### src/design/wsfd_pkg.sv
// Shared types and constants for the WebSocket frame deframer.
package wsfd_pkg;

  // Seven-bit length codes that announce an extended length field.
  localparam logic [6:0] LEN_CODE16 = 7'h7e;
  localparam logic [6:0] LEN_CODE64 = 7'h7f;

  // Header byte counts at which the extended length field is complete.
  localparam logic [3:0] HDR_END16 = 4'd4;
  localparam logic [3:0] HDR_END64 = 4'd10;

  // Result kinds.
  localparam logic KIND_HEADER  = 1'b0;
  localparam logic KIND_PAYLOAD = 1'b1;

  // Parser phases, one-hot.
  typedef enum logic [5:0] {
    PH_HDR0    = 6'b000001,
    PH_HDR1    = 6'b000010,
    PH_LEN16   = 6'b000100,
    PH_LEN64   = 6'b001000,
    PH_KEY     = 6'b010000,
    PH_PAYLOAD = 6'b100000
  } phase_t;

  // One result beat as it leaves the parser.
  typedef struct packed {
    logic        kind;
    logic [7:0]  payload_byte;
    logic        fin;
    logic [2:0]  rsv;
    logic [3:0]  opcode;
    logic        mask;
    logic [63:0] body_length;
    logic [3:0]  header_size;
    logic        last;
  } result_t;

endpackage

### src/design/websocket_frame_deframer.sv
// WebSocket frame deframer: receive-side header parser and payload unmasker.
//
// The rx channel takes one byte of the frame stream per beat (rx_valid,
// rx_stall, rx_byte). The result channel gives at most one beat per input
// byte: a header beat (result_kind 0) once the base header, any extended
// length and any masking key are in, then one beat per payload byte
// (result_kind 1), unmasked with the key, the final one marked by
// last_of_frame. A frame of zero length is marked last on its header beat.
// Header bytes before completion produce no beat.
//
// A byte lands in an input register, is decoded from there and its result
// is loaded into the output register at the edge that steps the parser,
// once the output register is free. One byte is taken every cycle
// while the output is not held.
// When result_stall holds a pending beat and a byte waits in the input
// register, rx_stall rises in the same cycle; otherwise bytes keep flowing,
// including while a finished beat waits to be taken.
// Reset (rst, synchronous) empties both registers and returns the parser
// to wait for the first header byte of a frame.
module websocket_frame_deframer (
  input  logic        clk,
  input  logic        rst,
  input  logic        rx_valid,
  output logic        rx_stall,
  input  logic [7:0]  rx_byte,
  output logic        result_valid,
  input  logic        result_stall,
  output logic        result_kind,
  output logic [7:0]  payload_byte,
  output logic        fin_flag,
  output logic [2:0]  reserved_bits,
  output logic [3:0]  frame_opcode,
  output logic        mask_present,
  output logic [63:0] body_length,
  output logic [3:0]  header_size,
  output logic        last_of_frame
);
  import wsfd_pkg::*;

  logic    in_full;
  logic [7:0] in_byte;
  logic    out_free;
  logic    step;
  logic    take;
  logic    parse_valid;
  result_t parse_res;
  result_t out_res;

  assign out_free = !result_valid || !result_stall;
  assign step     = in_full && out_free;
  assign rx_stall = in_full && !out_free;
  assign take     = rx_valid && !rx_stall;

  // Input register.
  always_ff @(posedge clk) begin
    if (rst) begin
      in_full <= 1'b0;
    end else if (take) begin
      in_full <= 1'b1;
    end else if (step) begin
      in_full <= 1'b0;
    end
  end

  always_ff @(posedge clk) begin
    if (take) begin
      in_byte <= rx_byte;
    end
  end

  wsfd_parser u_parser (
    .clk       (clk),
    .rst       (rst),
    .step      (step),
    .rx_byte   (in_byte),
    .res_valid (parse_valid),
    .res       (parse_res)
  );

  // Output register.
  always_ff @(posedge clk) begin
    if (rst) begin
      result_valid <= 1'b0;
    end else if (out_free) begin
      result_valid <= parse_valid;
    end
  end

  always_ff @(posedge clk) begin
    if (out_free && parse_valid) begin
      out_res <= parse_res;
    end
  end

  assign result_kind    = out_res.kind;
  assign payload_byte   = out_res.payload_byte;
  assign fin_flag       = out_res.fin;
  assign reserved_bits  = out_res.rsv;
  assign frame_opcode   = out_res.opcode;
  assign mask_present   = out_res.mask;
  assign body_length    = out_res.body_length;
  assign header_size    = out_res.header_size;
  assign last_of_frame  = out_res.last;

endmodule

### src/design/wsfd_parser.sv
// Frame parser state and the per-byte decode and unmasking logic.
module wsfd_parser (
  input  logic              clk,
  input  logic              rst,
  input  logic              step,
  input  logic [7:0]        rx_byte,
  output logic              res_valid,
  output wsfd_pkg::result_t res
);
  import wsfd_pkg::*;

  phase_t      phase, phase_next;
  logic [3:0]  hdr_count, hdr_count_next;
  logic        fin, fin_next;
  logic [2:0]  rsv, rsv_next;
  logic [3:0]  opcode, opcode_next;
  logic        mask, mask_next;
  logic [63:0] length, length_next;
  logic [31:0] key, key_next;
  logic [63:0] remaining, remaining_next;
  logic [1:0]  key_idx, key_idx_next;

  logic        emit;
  logic        emit_kind;
  logic [7:0]  emit_byte;
  logic        emit_last;
  logic [7:0]  key_byte;
  logic [3:0]  hdr_count_inc;
  logic [1:0]  key_idx_inc;
  logic [63:0] length_shift;

  assign hdr_count_inc = hdr_count + 4'd1;
  assign key_idx_inc   = key_idx + 2'd1;
  assign length_shift  = {length[55:0], rx_byte};

  // Key byte for the current payload position, first key byte first.
  always_comb begin
    case (key_idx)
      2'd0:    key_byte = key[31:24];
      2'd1:    key_byte = key[23:16];
      2'd2:    key_byte = key[15:8];
      default: key_byte = key[7:0];
    endcase
  end

  // Next state and result for the byte at hand.
  always_comb begin
    phase_next     = phase;
    hdr_count_next = hdr_count;
    fin_next       = fin;
    rsv_next       = rsv;
    opcode_next    = opcode;
    mask_next      = mask;
    length_next    = length;
    key_next       = key;
    remaining_next = remaining;
    key_idx_next   = key_idx;
    emit           = 1'b0;
    emit_kind      = KIND_HEADER;
    emit_byte      = 8'd0;
    emit_last      = 1'b0;

    case (phase)
      PH_HDR1: begin
        mask_next      = rx_byte[7];
        hdr_count_next = 4'd2;
        if (rx_byte[6:0] == LEN_CODE16) begin
          length_next = 64'd0;
          phase_next  = PH_LEN16;
        end else if (rx_byte[6:0] == LEN_CODE64) begin
          length_next = 64'd0;
          phase_next  = PH_LEN64;
        end else begin
          length_next = {57'd0, rx_byte[6:0]};
          if (rx_byte[7]) begin
            key_next     = 32'd0;
            key_idx_next = 2'd0;
            phase_next   = PH_KEY;
          end else begin
            emit = 1'b1;
          end
        end
      end
      PH_LEN16, PH_LEN64: begin
        length_next    = length_shift;
        hdr_count_next = hdr_count_inc;
        if ((phase == PH_LEN16 && hdr_count_inc == HDR_END16) ||
            (phase == PH_LEN64 && hdr_count_inc == HDR_END64)) begin
          if (mask) begin
            key_next     = 32'd0;
            key_idx_next = 2'd0;
            phase_next   = PH_KEY;
          end else begin
            emit = 1'b1;
          end
        end
      end
      PH_KEY: begin
        key_next       = {key[23:0], rx_byte};
        hdr_count_next = hdr_count_inc;
        key_idx_next   = key_idx_inc;
        if (key_idx_inc == 2'd0) begin
          emit = 1'b1;
        end
      end
      PH_PAYLOAD: begin
        emit           = 1'b1;
        emit_kind      = KIND_PAYLOAD;
        emit_byte      = mask ? (rx_byte ^ key_byte) : rx_byte;
        emit_last      = (remaining == 64'd1);
        key_idx_next   = key_idx_inc;
        remaining_next = remaining - 64'd1;
        if (remaining == 64'd1) begin
          phase_next = PH_HDR0;
        end
      end
      default: begin
        fin_next       = rx_byte[7];
        rsv_next       = rx_byte[6:4];
        opcode_next    = rx_byte[3:0];
        hdr_count_next = 4'd1;
        phase_next     = PH_HDR1;
      end
    endcase

    // Header completion: load the payload counter and pick the next phase.
    if (emit && emit_kind == KIND_HEADER) begin
      emit_last      = (length_next == 64'd0);
      remaining_next = length_next;
      key_idx_next   = 2'd0;
      phase_next     = (length_next == 64'd0) ? PH_HDR0 : PH_PAYLOAD;
    end
  end

  // The result carries the header fields as they stand after this byte.
  always_comb begin
    res_valid          = step && emit;
    res.kind           = emit_kind;
    res.payload_byte   = emit_byte;
    res.fin            = fin_next;
    res.rsv            = rsv_next;
    res.opcode         = opcode_next;
    res.mask           = mask_next;
    res.body_length    = length_next;
    res.header_size    = hdr_count_next;
    res.last           = emit_last;
  end

  // Parser state advances once per byte taken.
  always_ff @(posedge clk) begin
    if (rst) begin
      phase     <= PH_HDR0;
      hdr_count <= 4'd0;
      fin       <= 1'b0;
      rsv       <= 3'd0;
      opcode    <= 4'd0;
      mask      <= 1'b0;
      length    <= 64'd0;
      key       <= 32'd0;
      remaining <= 64'd0;
      key_idx   <= 2'd0;
    end else if (step) begin
      phase     <= phase_next;
      hdr_count <= hdr_count_next;
      fin       <= fin_next;
      rsv       <= rsv_next;
      opcode    <= opcode_next;
      mask      <= mask_next;
      length    <= length_next;
      key       <= key_next;
      remaining <= remaining_next;
      key_idx   <= key_idx_next;
    end
  end

endmodule

### config.mk
export PLATFORM = sky130hd
export DESIGN_NAME = websocket_frame_deframer
export DESIGN_NICKNAME = d
export VERILOG_FILES = /design/src/design/wsfd_pkg.sv /design/src/design/websocket_frame_deframer.sv /design/src/design/wsfd_parser.sv
export SDC_FILE = /design/constraint.sdc
export NUM_CORES = 1
export LEC_CHECK = 0
export BUFFER_PORTS_ARGS = -buffer_cell sky130_fd_sc_hd__buf_4
export CAP_MARGIN = 15
export CORE_UTILIZATION = 34
export CTS_BUF_LIST = sky130_fd_sc_hd__clkbuf_4 sky130_fd_sc_hd__clkbuf_8
export DETAILED_ROUTE_END_ITERATION = 8
export HOLD_SLACK_MARGIN = 0.15
export SYNTH_ARGS = -nofsm -noshare
export SYNTH_HDL_FRONTEND = slang
export SYNTH_HIERARCHICAL = 1
export SYNTH_SLANG_ARGS = --single-unit
### constraint.sdc
create_clock -name clk -period 20.7 [get_ports clk]
set_input_delay 1.035 -clock clk [delete_from_list [all_inputs] [get_ports clk]]
set_output_delay 1.035 -clock clk [all_outputs]
set_load 0.1 [all_outputs]
==> flow_metrics.env <==
export IMPL_status="finished, final reports clean"
export IMPL_syn_to_final_growth_pct=16.2
export IMPL_wl_per_cell_um=21.0
export IMPL_powerDensity_nw_per_um2=78.3
export IMPL_rows=71
export IMPL_synthesis_nets=1405
export IMPL_layout_drive_gt1_share=0.162
export IMPL_core_um2=38000
export IMPL_synth_edf_count=95
export IMPL_power_uw=1210
export IMPL_critPathKind="in -> reg"
export IMPL_setup_viol=0
export IMPL_drtIter0Drc=1252
export IMPL_synth_warnings=6
export IMPL_power_switching_uw=305
export IMPL_cp_required_ns=21.17
export IMPL_via_per_inst=5.77
export IMPL_grt_pass1_vias=10383
export IMPL_max_stage_delay_ns=0.80
export IMPL_reg2reg_to="u_parser/remaining[17]$_SDFFE_PP0P_"
export IMPL_synth_cell_types=81
export IMPL_ios=101
export IMPL_syn_area_um2=13300
export IMPL_yosys_register_bits=278
export IMPL_initial_core_util=0.349
export IMPL_path_buf_inv=6
export IMPL_seq_power_share=0.481
export IMPL_final_min_clock_period_ns=4.66
export IMPL_async_flop_share=0
export IMPL_clock_sinks=278
export IMPL_die_area_um2=39800
export IMPL_ys_seq_area_frac=0.491
export IMPL_grt_max_degree=73
export IMPL_hold_buffers=0
export IMPL_hold_class="reg -> reg"
export IMPL_clock_latency_ns=0.59
export IMPL_setup_tns_ns=0
export IMPL_rrSetupSlack_ns=16.25
export IMPL_drc=0
export IMPL_hold_ws_ns=0.480
export IMPL_worst_path_stages=11
export IMPL_diodes=0
export IMPL_sw_frac_of_total=0.252
export IMPL_cts_tree="yes"
export IMPL_ant_nets=0
export IMPL_numCtsBuffers=45
export IMPL_post_cts_resized=0
export IMPL_die_w_um=200
export IMPL_crit_family="buffers and inverters"
export IMPL_finalHoldViolations=0
export IMPL_path_common_cell="buf_4"
export IMPL_clock_path_buffers=3
export IMPL_peakVddDrop_uv=66.8
export IMPL_leakage_uw=0.00601
export IMPL_synth_cells=1383
export IMPL_hpwl_mm=27.6
export IMPL_endpoint="u_parser/remaining[17]$_SDFFE_PP0P_"
export IMPL_cts_clk_slew_worst_paths_ns=0.06
export IMPL_numPortBuffers=100
export IMPL_drv_cap=0
export IMPL_crit_start="result_stall"
export IMPL_ys_flop_type="dfxtp_1"
export IMPL_groute_usage_overall=0.206
export IMPL_cts_setup_buffers=0
export IMPL_fmax_mhz=214
export IMPL_reg2regPathDepth=10
export IMPL_grt_ovfl_total=0
export IMPL_drtPass1Iterations=5
export IMPL_r2r_start="result_valid$_SDFFE_PP0P_"
export IMPL_antenna_found_initial=1
export IMPL_h_tree_depth=2
export IMPL_fin_ws_ns=16.04
export IMPL_end_kind="flop"
export IMPL_p_int_uw=903
export IMPL_slew_headroom=0.234
export IMPL_clock_root_buffer="clkbuf_8"
export IMPL_finClkSkew_ns=0.0214
export IMPL_vias=11492
export IMPL_die_h_um=200
export IMPL_gp_congestion=0.875
export IMPL_nets=1465
export IMPL_routed_wl_mm=41.8
export IMPL_final_area_um2=15400
export IMPL_grt_pass1_wl_mm=63.0
export IMPL_worst_slew_pin_slew_ns=1.15
export IMPL_critical_path_arrival_ns=5.13
export IMPL_dpl_instance_area_um2=14400
export IMPL_p_clk_frac=0.442
export IMPL_syn_area_per_cell_um2=9.59
export IMPL_rsz0062_at_grt="false"
export IMPL_start_kind="input pin"
export IMPL_crit_chain="buf_4 -> a21boi_4 -> buf_4 -> clkinv_1 -> a31o_1 -> o21a_1 -> buf_4 -> inv_2 -> buf_4 -> nand2_1 -> o32ai_1"
export IMPL_post_place_ws_ns=15.29
export IMPL_worst_path_max_delay_cell="nand2_1"
export IMPL_combinationalPowerShare=0.078
export IMPL_min_period_over_period=0.225
export IMPL_drv_slew=0
export IMPL_worst_path_max_fanout=65
per-stage QoR:
stage	instances	util
6_report	1990	0.406
5_1_grt	1990	0.406
4_1_cts	1989	0.405
2_1_floorplan	1383	-
3_5_place_dp	1906	0.379
3_3_place_gp	1906	0.379
how the worst min path moves through the flow:
stage                                              startpoint  depth (start not counted)                                   to  slack (ns)
after detailed placement  u_parser/remaining[59]$_SDFFE_PP0P_                          2  u_parser/remaining[59]$_SDFFE_PP0P_        0.47
after floorplan           u_parser/remaining[35]$_SDFFE_PP0P_                          2  u_parser/remaining[35]$_SDFFE_PP0P_        0.44
final                     u_parser/remaining[35]$_SDFFE_PP0P_                          2  u_parser/remaining[35]$_SDFFE_PP0P_        0.48
after global placement    u_parser/remaining[35]$_SDFFE_PP0P_                          2  u_parser/remaining[35]$_SDFFE_PP0P_        0.45
after CTS                 u_parser/remaining[59]$_SDFFE_PP0P_                          2  u_parser/remaining[59]$_SDFFE_PP0P_        0.48
after global routing      u_parser/remaining[20]$_SDFFE_PP0P_                          2  u_parser/remaining[20]$_SDFFE_PP0P_        0.50
power by group through the flow:
stage          combinational, µW  clock [µW]  sequential, µW
2_1_floorplan               64.8           0             591
3_3_place_gp                90.8           0             592
3_5_place_dp                91.5           0             592
4_1_cts                     92.3         544             580
5_1_grt                      101         569             581
6_report                    93.9         534             580
cell usage in the layout, fill, tap and decap left out, types with 8 or more instances in the layout:
master,n
a211oi_1,31
nor4_1,31
a21oi_1,79
o32ai_1,26
inv_1,56
or3_1,13
xor2_1,9
mux2_2,10
o21ai_0,21
clkinv_2,12
clkbuf_8,50
or4_1,10
a32o_1,12
a222oi_1,8
mux2i_1,85
clkbuf_4,8
o21ai_1,68
a22oi_1,26
nor2_1,144
nand4_1,17
buf_4,118
nand2_1,66
nor3_1,45
ha_1,10
nand3_1,65
a22o_1,40
nor2b_1,8
dfxtp_1,183
edfxtp_1,95
worst min-delay path, stage by stage, from the launching register on:
cell and delay [ns]:
dfxtp_1 0.33, nand2_1 0.06, o2bb2ai_1 0.05
synthesized netlist by cell type, types with 8 or more instances:
library cell  instances  area share
dfxtp_1             183        0.28
nor2_1              145       0.041
edfxtp_1             95        0.22
mux2i_1              85       0.064
a21oi_1              80       0.030
clkbuf_1             79       0.022
o21ai_1              69       0.026
nand2_1              66       0.019
nand3_1              65       0.025
inv_1                56       0.016
nor3_1               45       0.017
a22o_1               40       0.026
a211oi_1             31       0.018
nor4_1               31       0.015
a22oi_1              27       0.015
o32ai_1              26       0.017
o21ai_0              21      0.0079
nand4_1              17      0.0080
buf_2                14      0.0053
or3_1                13      0.0061
a32o_1               12      0.0091
ha_1                 10      0.0094
mux2_2               10      0.0085
or4_1                10      0.0057
xor2_1                9      0.0059
a222oi_1              8      0.0060
buf_4                 8      0.0045
nor2b_1               8      0.0038
state kept, by name, summed over array words and instances (netlist names), 4 cells and up:
| register | flops |
|---|---|
| u_parser/remaining | 64 |
| header_size | 4 |
| u_parser/opcode | 4 |
| u_parser/length | 64 |
| frame_opcode | 4 |
| u_parser/phase | 6 |
| payload_byte | 8 |
| u_parser/key | 32 |
| in_byte | 8 |
| u_parser/hdr_count | 4 |
| body_length | 64 |
per-layer routing:
layer	routed length [µm]	part of all wire	vias to the layer above	global-route usage
met3	2820	0.068	67	0.0332
met2	19000	0.46	539	0.321
li1	-	-	5335	-
met5	10	0.00024	-	0
met4	924	0.022	2	0.0656
met1	19000	0.45	5549	0.290
logic make-up (layout without fill, tap and decap cells):
family / after synthesis / in the layout / share of synthesized area
and+or+nand+nor: 446 / 446 / 0.172
AOI/OAI and AO/OA: 378 / 378 / 0.197
DFF: 278 / 278 / 0.491
buffers and inverters: 164 / 260 / 0.0500
muxes: 96 / 96 / 0.0737
xor gates and xnor gates: 11 / 11 / 0.00726
adders and majority gates: 10 / 10 / 0.00943
layout make-up:
class | instances | area (µm²)
inverters | 58 | 218
clock buffers | 58 | 748
repair buffers | 119 | 906
multi-input cells | 941 | 6130
flip-flops and latches | 278 | 6520
clock inverters | 25 | 256
fillers | 3781 | 22600
well taps | 511 | 639
No activity file was read; power rests on OpenSTA's default activity.
